$ cat src/rtl/assert_macros.svh
// Assertion macros for the RTL modules of combination_rank; used by cr_dp.
// No dependencies; included by each module that carries assertions.
`ifndef ASSERT_MACROS_SVH
`define ASSERT_MACROS_SVH

// antecedent implies consequent in the same cycle
`define CR_ASSERT_SAME(label, clk, rst_n, ante, cons, msg) \
  label: assert property (@(posedge clk) disable iff (!rst_n) (ante) |-> (cons)) \
    else $error(msg);

// antecedent implies consequent in the next cycle
`define CR_ASSERT_NEXT(label, clk, rst_n, ante, cons, msg) \
  label: assert property (@(posedge clk) disable iff (!rst_n) (ante) |=> (cons)) \
    else $error(msg);

`endif

$ cat src/rtl/cr_pkg.sv
// Package for combination_rank: item types, controller states, command and
// status groups, and the binomial table (modulo 2^15). No dependencies.
package cr_pkg;

  localparam int unsigned ElemFields = 8;
  localparam int unsigned ElemW      = 4;
  localparam int unsigned RankW      = 15;
  localparam int unsigned SizeW      = 6;   // holds set sizes up to 63
  localparam int unsigned TabRows    = 32;
  localparam int unsigned TabCols    = 8;

  typedef logic [4:0] set_size_t;

  typedef struct packed {
    logic [3:0] pick_count;
    logic [3:0] elem_0;
    logic [3:0] elem_1;
    logic [3:0] elem_2;
    logic [3:0] elem_3;
    logic [3:0] elem_4;
    logic [3:0] elem_5;
    logic [3:0] elem_6;
    logic [3:0] elem_7;
  } in_item_t;

  typedef struct packed {
    logic signed [RankW-1:0] rank;
    logic                    bad_subset;
  } out_item_t;

  typedef enum logic {
    StIdle,
    StRun
  } state_e;

  typedef struct packed {
    logic load;
    logic step;
    logic finish;
  } cmd_t;

  typedef struct packed {
    logic walk_done;
    logic out_free;
  } status_t;

  typedef logic [TabRows-1:0][TabCols-1:0][RankW-1:0] binom_tab_t;

  // Pascal's triangle; 15-bit wrap keeps the rank exact modulo 2^15
  function automatic binom_tab_t build_binom();
    binom_tab_t tab;
    tab = '0;
    for (int n = 0; n < TabRows; n++) begin
      for (int k = 0; k < TabCols; k++) begin
        if (k == 0) begin
          tab[n][k] = RankW'(1);
        end else if (n == 0) begin
          tab[n][k] = '0;
        end else begin
          tab[n][k] = tab[n-1][k-1] + tab[n-1][k];
        end
      end
    end
    return tab;
  endfunction

  localparam binom_tab_t BinomTab = build_binom();

  localparam logic [RankW-1:0] RankEmpty = {RankW{1'b1}};

endpackage

$ cat src/rtl/cr_chan_if.sv
// Valid/ready channel interface used for all combination_rank ports.
// Payload type is set by the instantiating module; no other dependencies.
interface cr_chan_if #(
  parameter type T = logic
);
  logic valid;
  logic ready;
  T     data;

  modport source (output valid, output data, input ready);
  modport sink   (input valid, input data, output ready);
endinterface

$ cat src/rtl/cr_ctrl.sv
// Controller state machine for combination_rank: load, walk and finish.
// Depends on cr_pkg for the state type and the command/status groups.
module cr_ctrl (
  input  logic            clk_i,
  input  logic            rst_ni,
  input  logic            in_valid_i,
  output logic            in_ready_o,
  input  cr_pkg::status_t status_i,
  output cr_pkg::cmd_t    cmd_o
);

  cr_pkg::state_e state_q, state_d;

  always_ff @(posedge clk_i or negedge rst_ni) begin
    if (!rst_ni) begin
      state_q <= cr_pkg::StIdle;
    end else begin
      state_q <= state_d;
    end
  end

  always_comb begin
    state_d    = state_q;
    in_ready_o = 1'b0;
    cmd_o      = '0;
    unique case (state_q)
      cr_pkg::StIdle: begin
        in_ready_o = 1'b1;
        if (in_valid_i) begin
          cmd_o.load = 1'b1;
          state_d    = cr_pkg::StRun;
        end
      end
      cr_pkg::StRun: begin
        if (!status_i.walk_done) begin
          cmd_o.step = 1'b1;
        end else if (status_i.out_free) begin
          cmd_o.finish = 1'b1;
          state_d      = cr_pkg::StIdle;
        end
      end
      default: begin
        state_d = cr_pkg::StIdle;
      end
    endcase
  end

endmodule

$ cat src/rtl/cr_dp.sv
// Datapath for combination_rank: set size register, subset check, element
// shift line, binomial accumulator and output register.
// Depends on cr_pkg and assert_macros.svh.
`include "assert_macros.svh"

module cr_dp #(
  parameter int unsigned MAX_SET  = 16,
  parameter int unsigned MAX_PICK = 8
) (
  input  logic              clk_i,
  input  logic              rst_ni,
  input  logic              cfg_valid_i,
  output logic              cfg_ready_o,
  input  cr_pkg::set_size_t cfg_data_i,
  input  cr_pkg::in_item_t  in_data_i,
  output logic              out_valid_o,
  input  logic              out_ready_i,
  output cr_pkg::out_item_t out_data_o,
  input  cr_pkg::cmd_t      cmd_i,
  output cr_pkg::status_t   status_o
);

  localparam int unsigned EW = cr_pkg::ElemW;
  localparam int unsigned RW = cr_pkg::RankW;
  localparam int unsigned SW = cr_pkg::SizeW;
  localparam int unsigned NF = cr_pkg::ElemFields;

  cr_pkg::set_size_t set_size_q;
  logic [SW-1:0]     n_eff;
  logic [SW-1:0]     n_q;
  logic [EW-1:0]     elem_in [NF];
  logic [EW-1:0]     elem_q  [NF];
  logic [EW-1:0]     prev_q;
  logic [EW-1:0]     j_q;
  logic [3:0]        rem_q;
  logic [RW-1:0]     acc_q;
  logic              empty_q, bad_q, single_q;
  logic              bad_in;
  logic [SW-1:0]     row_full;
  logic [RW-1:0]     rank_res;
  logic              out_valid_q;
  cr_pkg::out_item_t out_q;

  assign cfg_ready_o = 1'b1;

  always_ff @(posedge clk_i or negedge rst_ni) begin
    if (!rst_ni) begin
      set_size_q <= 5'd16;
    end else if (cfg_valid_i) begin
      set_size_q <= cfg_data_i;
    end
  end

  assign n_eff = ({1'b0, set_size_q} > SW'(MAX_SET)) ? SW'(MAX_SET) : {1'b0, set_size_q};

  assign elem_in[0] = in_data_i.elem_0;
  assign elem_in[1] = in_data_i.elem_1;
  assign elem_in[2] = in_data_i.elem_2;
  assign elem_in[3] = in_data_i.elem_3;
  assign elem_in[4] = in_data_i.elem_4;
  assign elem_in[5] = in_data_i.elem_5;
  assign elem_in[6] = in_data_i.elem_6;
  assign elem_in[7] = in_data_i.elem_7;

  always_comb begin
    bad_in = ({1'b0, in_data_i.pick_count} > 5'(MAX_PICK))
          || (in_data_i.pick_count > 4'(NF))
          || ({2'b0, in_data_i.pick_count} > n_eff);
    for (int k = 0; k < NF; k++) begin
      if (4'(k) < in_data_i.pick_count) begin
        if ({2'b0, elem_in[k]} >= n_eff) begin
          bad_in = 1'b1;
        end
        if (k > 0 && elem_in[k] <= elem_in[(k > 0) ? k - 1 : 0]) begin
          bad_in = 1'b1;
        end
      end
    end
  end

  // walk state: head of shift line is the element of the current position
  always_ff @(posedge clk_i) begin
    if (cmd_i.load) begin
      for (int k = 0; k < NF; k++) begin
        elem_q[k] <= elem_in[k];
      end
      prev_q   <= '0;
      n_q      <= n_eff;
      j_q      <= '0;
      rem_q    <= in_data_i.pick_count - 4'd1;
      acc_q    <= '0;
      empty_q  <= (in_data_i.pick_count == 4'd0);
      single_q <= (in_data_i.pick_count == 4'd1);
      bad_q    <= bad_in;
    end else if (cmd_i.step) begin
      j_q <= j_q + EW'(1);
      if (j_q < elem_q[0]) begin
        acc_q <= acc_q + cr_pkg::BinomTab[row_full[4:0]][rem_q[2:0]];
      end else begin
        rem_q  <= rem_q - 4'd1;
        prev_q <= elem_q[0];
        for (int k = 0; k < NF - 1; k++) begin
          elem_q[k] <= elem_q[k+1];
        end
      end
    end
  end

  assign row_full = n_q - SW'(1) - {2'b0, j_q};

  assign status_o.walk_done = empty_q || bad_q || (rem_q == 4'd0);
  assign status_o.out_free  = !out_valid_q || out_ready_i;

  always_comb begin
    if (empty_q) begin
      rank_res = cr_pkg::RankEmpty;
    end else if (bad_q) begin
      rank_res = '0;
    end else if (single_q) begin
      rank_res = RW'(elem_q[0]);
    end else begin
      rank_res = acc_q + RW'(elem_q[0] - prev_q - EW'(1));
    end
  end

  always_ff @(posedge clk_i or negedge rst_ni) begin
    if (!rst_ni) begin
      out_valid_q <= 1'b0;
    end else if (cmd_i.finish) begin
      out_valid_q <= 1'b1;
    end else if (out_ready_i) begin
      out_valid_q <= 1'b0;
    end
  end

  always_ff @(posedge clk_i) begin
    if (cmd_i.finish) begin
      out_q.rank       <= rank_res;
      out_q.bad_subset <= bad_q && !empty_q;
    end
  end

  assign out_valid_o = out_valid_q;
  assign out_data_o  = out_q;

  `CR_ASSERT_SAME(a_finish_done, clk_i, rst_ni, cmd_i.finish, status_o.walk_done,
                  "result written before walk finished")
  `CR_ASSERT_SAME(a_no_overwrite, clk_i, rst_ni, cmd_i.finish, !out_valid_q || out_ready_i,
                  "pending result overwritten")
  `CR_ASSERT_SAME(a_step_live, clk_i, rst_ni, cmd_i.step, !status_o.walk_done,
                  "step issued after walk finished")
  `CR_ASSERT_NEXT(a_load_clear, clk_i, rst_ni, cmd_i.load, acc_q == '0,
                  "accumulator not cleared on load")

endmodule

$ cat src/rtl/combination_rank.sv
// Top level of combination_rank: lexicographic rank of a subset.
// Depends on cr_pkg, cr_chan_if, cr_ctrl and cr_dp.
//
//   channel  dir  payload                          handshake
//   cfg_i    in   set_size (5 b)                   valid/ready, always ready
//   in_i     in   pick_count, elem_0 .. elem_7     valid/ready
//   out_o    out  rank (15 b signed), bad_subset   valid/ready
//
// An item is loaded, walked and finished: the walk adds one binomial table
// term or advances one position per cycle, up to the last-but-one element.
// Empty, single-element and malformed subsets skip the walk.
// A result waits in the output register; the next item is taken meanwhile
// and its walk holds at the end until the output register is free.
// Reset sets set_size to 16 and empties the output register.
module combination_rank #(
  parameter int unsigned MAX_SET  = 16,
  parameter int unsigned MAX_PICK = 8
) (
  input  logic      clk_i,
  input  logic      rst_ni,
  cr_chan_if.sink   cfg_i,
  cr_chan_if.sink   in_i,
  cr_chan_if.source out_o
);

  cr_pkg::cmd_t    cmd;
  cr_pkg::status_t status;
  logic            in_ready;
  logic            cfg_ready;
  logic            out_valid;
  cr_pkg::out_item_t out_data;

  cr_ctrl u_ctrl (
    .clk_i      (clk_i),
    .rst_ni     (rst_ni),
    .in_valid_i (in_i.valid),
    .in_ready_o (in_ready),
    .status_i   (status),
    .cmd_o      (cmd)
  );

  cr_dp #(
    .MAX_SET  (MAX_SET),
    .MAX_PICK (MAX_PICK)
  ) u_dp (
    .clk_i       (clk_i),
    .rst_ni      (rst_ni),
    .cfg_valid_i (cfg_i.valid),
    .cfg_ready_o (cfg_ready),
    .cfg_data_i  (cfg_i.data),
    .in_data_i   (in_i.data),
    .out_valid_o (out_valid),
    .out_ready_i (out_o.ready),
    .out_data_o  (out_data),
    .cmd_i       (cmd),
    .status_o    (status)
  );

  assign in_i.ready  = in_ready;
  assign cfg_i.ready = cfg_ready;
  assign out_o.valid = out_valid;
  assign out_o.data  = out_data;

endmodule

$ cat src/flat_wrapper.sv
// flat-port wrapper written by rule: the top's interface ports become plain ports
module combination_rank_flat 
#(
  parameter int unsigned MAX_SET  = 16,
  parameter int unsigned MAX_PICK = 8
)
  (clk_i, rst_ni, cfg_i_valid, cfg_i_data, cfg_i_ready, in_i_valid, in_i_data, in_i_ready, out_o_valid, out_o_data, out_o_ready);
  cr_chan_if #(.T(cr_pkg::set_size_t)) cfg_i_i ();
  cr_chan_if #(.T(cr_pkg::in_item_t)) in_i_i ();
  cr_chan_if #(.T(cr_pkg::out_item_t)) out_o_i ();
  input  logic clk_i;
  input  logic rst_ni;
  input wire logic [$bits(cfg_i_i.valid)-1:0] cfg_i_valid;
  input wire logic [$bits(cfg_i_i.data)-1:0] cfg_i_data;
  output wire logic [$bits(cfg_i_i.ready)-1:0] cfg_i_ready;
  input wire logic [$bits(in_i_i.valid)-1:0] in_i_valid;
  input wire logic [$bits(in_i_i.data)-1:0] in_i_data;
  output wire logic [$bits(in_i_i.ready)-1:0] in_i_ready;
  output wire logic [$bits(out_o_i.valid)-1:0] out_o_valid;
  output wire logic [$bits(out_o_i.data)-1:0] out_o_data;
  input wire logic [$bits(out_o_i.ready)-1:0] out_o_ready;
  assign cfg_i_i.valid = cfg_i_valid;
  assign cfg_i_i.data = cfg_i_data;
  assign cfg_i_ready = cfg_i_i.ready;
  assign in_i_i.valid = in_i_valid;
  assign in_i_i.data = in_i_data;
  assign in_i_ready = in_i_i.ready;
  assign out_o_valid = out_o_i.valid;
  assign out_o_data = out_o_i.data;
  assign out_o_i.ready = out_o_ready;
  combination_rank #(.MAX_SET(MAX_SET), .MAX_PICK(MAX_PICK)) u_core (.clk_i(clk_i), .rst_ni(rst_ni), .cfg_i(cfg_i_i), .in_i(in_i_i), .out_o(out_o_i));
endmodule
$ cat config.mk
export PLATFORM = sky130hd
export DESIGN_NAME = combination_rank_flat
export DESIGN_NICKNAME = d
export VERILOG_FILES = /design/src/rtl/cr_pkg.sv /design/src/rtl/cr_chan_if.sv /design/src/rtl/cr_ctrl.sv /design/src/rtl/cr_dp.sv /design/src/rtl/combination_rank.sv /design/src/flat_wrapper.sv
export VERILOG_INCLUDE_DIRS = /design/src /design/src/rtl
export SDC_FILE = /design/constraint.sdc
export NUM_CORES = 1
export LEC_CHECK = 0
export ABC_AREA = 1
export ABC_CLOCK_PERIOD_IN_PS = 12150
export BUFFER_PORTS_ARGS = -buffer_cell sky130_fd_sc_hd__clkbuf_2
export CAP_MARGIN = 20
export CORE_ASPECT_RATIO = 1.5
export CORE_MARGIN = 1
export CORE_UTILIZATION = 35
export CTS_CLUSTER_DIAMETER = 120
export CTS_CLUSTER_SIZE = 28
export DETAILED_ROUTE_END_ITERATION = 12
export SYNTH_ARGS = -nofsm -noshare
export SYNTH_HDL_FRONTEND = slang
export SYNTH_SLANG_ARGS = --single-unit
$ cat constraint.sdc
create_clock -name clk_i -period 12.15 [get_ports clk_i]
set_clock_uncertainty 0.15 [all_clocks]
set_input_delay 0.6075 -clock clk_i [delete_from_list [all_inputs] [get_ports clk_i]]
set_output_delay 0.6075 -clock clk_i [all_outputs]
set_load 0.02 [all_outputs]
==> flow_summary.ini <==
[run_status]
outcome = completed

[finish]
final_cell_mix = nand2_1 (283), inv_1 (172), o21ai_0 (128)
area_delta_synth_final_pct = 9.418
diodes = 0
layout_commonest_cell = nand2_1
n_fill_cell = 2763
nets = 1523
drive_above_1_share_pct = 8.997
final_util_pct = 39.33
final_area_um2 = 10200
fin_cells = 1689

[hold_path]
whs_endpoint = u_core.u_dp.elem_q[0][28]
hold_depth = 1
worst_hold_path_type = primary input to flop
min_from = in_i_data[0]

[drt]
routed_wl_um = 33240
routedWlPerCell_um = 19.68
viasPerCell = 5.544
drt-initial-drc-count = 834
vias = 9363
postRouteAntennaNets = 0
route.detailed.drc = 0
dr.pass1.iters = 5

[timing]
min_period_over_period_pct = 44.81
setup_viol = 0
rsz0062_at_grt = false
tightest_slew_ps = 1045
min_period_ps = 5445
max_freq_ghz = 0.1837
slew_headroom_pct = 30.33
final-hold-violation-count = 0
fin_setup_tns_ps = 0
slew_viol_final = 0

[global_routing]
grt-ovfl-total = 0
top_usage_layer = met2
met1_usage_pct = 26.70
antenna_found_initial = 0
grt_util_all_layers_pct = 24.94
grt_pass1_vias = 9246
grt_pass1_wl_um = 51180
grt_max_degree = 56
use_met3_pct = 4.314
use_met2_pct = 43.52

[placement]
place.gp.congestion = 1.028
port-buffer-count = 63
hpwl_um = 25470
dpl.cell_count = 1671
postPlaceCellArea_um2 = 9861

[floorplanning]
die_h_um = 201.9
io_pins = 65
num_rows = 72
core_area_um2 = 25940
die_x_um = 135.3
dieArea_um2 = 27320
start_util_pct = 35.95

[setup_path]
cpLargestDelayFamily = adder cells
cp.required_ps = 12250
crit_type = flop to flop
worst_setup_path_start_kind = flop
end_kind = flop
reg2reg_from = u_core.u_dp.j_q[0]
cp_num_buf_inv = 5
arrival_ps = 5540
max_stage_delay_ps = 780
r2r_slack_ps = 6710
crit_chain = inv_1, ha_1, inv_1, fa_1, inv_1, ha_1, nor2_1, o21ai_1, nand3_1, o211ai_1, a31oi_1, a21oi_1, ha_1, nand2_1, inv_1, a21oi_1, o21ai_0, nand2_1, nand2_1, nand2_1, nand2_1, nand3_1, o211ai_1, inv_1
critPathSlowestCell = fa_1
rr_worst_depth = 24
cp_max_fo = 13
r2r-end = u_core.u_dp.acc_q[9]

[power]
p_comb_share_pct = 61.2
power.leakage_uw = 0.004846
switching_share_pct = 52.30
p_int_uw = 915.2
vdd_drop_max_mv = 0.07643
p_clk_share_pct = 15.8
power.total_uw = 1919
seq_power_share_pct = 23.0
power.density_nw_per_um2 = 188.0
p_switching_uw = 1004

[clock_network]
clkTransAtPathRegs_ps = 60
h-tree-depth = 3
root_buffer = clkbuf_16
cts_resized = 0
cts_max_path_buffers = 2
clkSinkCount = 90
cts_inserted_buffers = 9
tritoncts = done
clk-insertion-delay-late_ps = 360

[synthesis]
postSynthAreaPerCell_um2 = 7.103
synth-adder-area-share_pct = 17.23
synthFlopType = edfxtp_1
syn_area_um2 = 9326
syn_nets = 1485
synth_edf_count = 60
seq_area_frac_synth_pct = 26.15
synthSimpleGateAreaFrac_pct = 24.38
synth_top_family_by_area = simple AND/OR/NAND/NOR gates
synth_mux_area_share_pct = 0.1073
syn_inst = 1313
yosys_register_bits = 90
synth-xor-area-share_pct = 2.066
async_flop_share_pct = 7.778
yosys_warnings = 0
synth_cell_types = 56
synth_compound_area_share_pct = 20.20

[flow_run]
cap_violations = 0
## flip-flops by register name (all words and copies together) (netlist names)
register                 flops
u_core.u_dp.elem_q          32
u_core.u_dp.out_data_o      16
u_core.u_dp.acc_q           15
u_core.u_dp.n_q              5
u_core.u_dp.set_size_q       5
u_core.u_dp.j_q              4
u_core.u_dp.prev_q           4
u_core.u_dp.rem_q            4
u_core.u_ctrl.state_q        1
u_core.u_dp.bad_q            1
u_core.u_dp.empty_q          1
u_core.u_dp.out_valid_o      1
u_core.u_dp.single_q         1
## synth_stat cells, types with 10 or more instances
cell,number,area [um2]
o21a_1,11,82.58
a21oi_1,99,495.5
xor2_1,12,105.1
o21ai_0,128,640.6
nand3_1,84,420.4
inv_1,172,645.6
buf_2,10,50.05
o211ai_1,20,150.1
dfxtp_1,23,460.4
o21ai_1,12,60.06
ha_1,122,1526
a31oi_1,10,62.56
nand2_1,283,1062
edfxtp_1,60,1802
clkbuf_1,20,75.07
nor2_1,92,345.3
nand4_1,17,106.4
xnor2_1,10,87.58
## through the flow
| stage | setup WS, ps | hold WS (ps) |
|---|---|---|
| finish | 6705 | 301.7 |
| global route | 6368 | 292.9 |
| CTS | 6924 | 287.8 |
| detailed placement | 6947 | 308.5 |
| global placement | 7042 | 306.8 |
| floorplan | 7902 | 161.9 |
## cell families after synthesis
logic type                 count (synthesis)
muxes                                      1
buffers and inverters                    221
and+or+nand+nor                          521
AOI/OAI and AO/OA                        331
other                                      1
xor gates and xnor gates                  22
adders and majority gates                126
DFF                                       90
## power groups by stage
| stage | combinational (uW) | clock [uW] | sequential (uW) |
|---|---|---|---|
| after global routing | 1270 | 320 | 447 |
| after detailed placement | 1130 | 0 | 447 |
| after global placement | 1150 | 0 | 447 |
| after floorplan | 773 | 0 | 450 |
| after CTS | 1130 | 308 | 441 |
| final | 1170 | 303 | 441 |
## timing repair
action                    in CTS  in global routing
hold buffers                   1                  0
hold endpoints to repair       6                  0
buffers inserted               0                  0
## layer usage
metal	part of all wire, %	vias to the layer above	wire length, um
met4	7.5	0	2480
met2	49	369	16450
met3	5.9	132	1958
met5	0	-	0
li1	-	4545	-
met1	37	4317	12350
## area by class of cell
| type | count | area (um2) | area share (%) |
|---|---|---|---|
| multi-input combinational | 1002 | 5974 | 58.55 |
| inverter | 176 | 663.1 | 6.498 |
| clock inverter | 7 | 93.84 | 0.9196 |
| clock buffer | 9 | 225.2 | 2.207 |
| tap | 333 | 416.7 | 4.083 |
| sequential | 90 | 2439 | 23.90 |
| timing repair buffer | 72 | 392.9 | 3.850 |
## worst max path at each step
stage	slack, ps	endpoint	start	depth (start not counted)
2_1_floorplan	7900	u_core.u_dp.acc_q[12]	u_core.u_dp.j_q[0]	32
3_3_place_gp	7040	u_core.u_dp.acc_q[9]	u_core.u_dp.j_q[0]	23
3_5_place_dp	6950	u_core.u_dp.acc_q[9]	u_core.u_dp.j_q[0]	23
4_1_cts	6920	u_core.u_dp.acc_q[9]	u_core.u_dp.j_q[0]	23
5_1_grt	6370	u_core.u_dp.acc_q[9]	u_core.u_dp.j_q[0]	24
6_report	6710	u_core.u_dp.acc_q[9]	u_core.u_dp.j_q[0]	24
No activity file was read; power rests on OpenSTA's default activity.
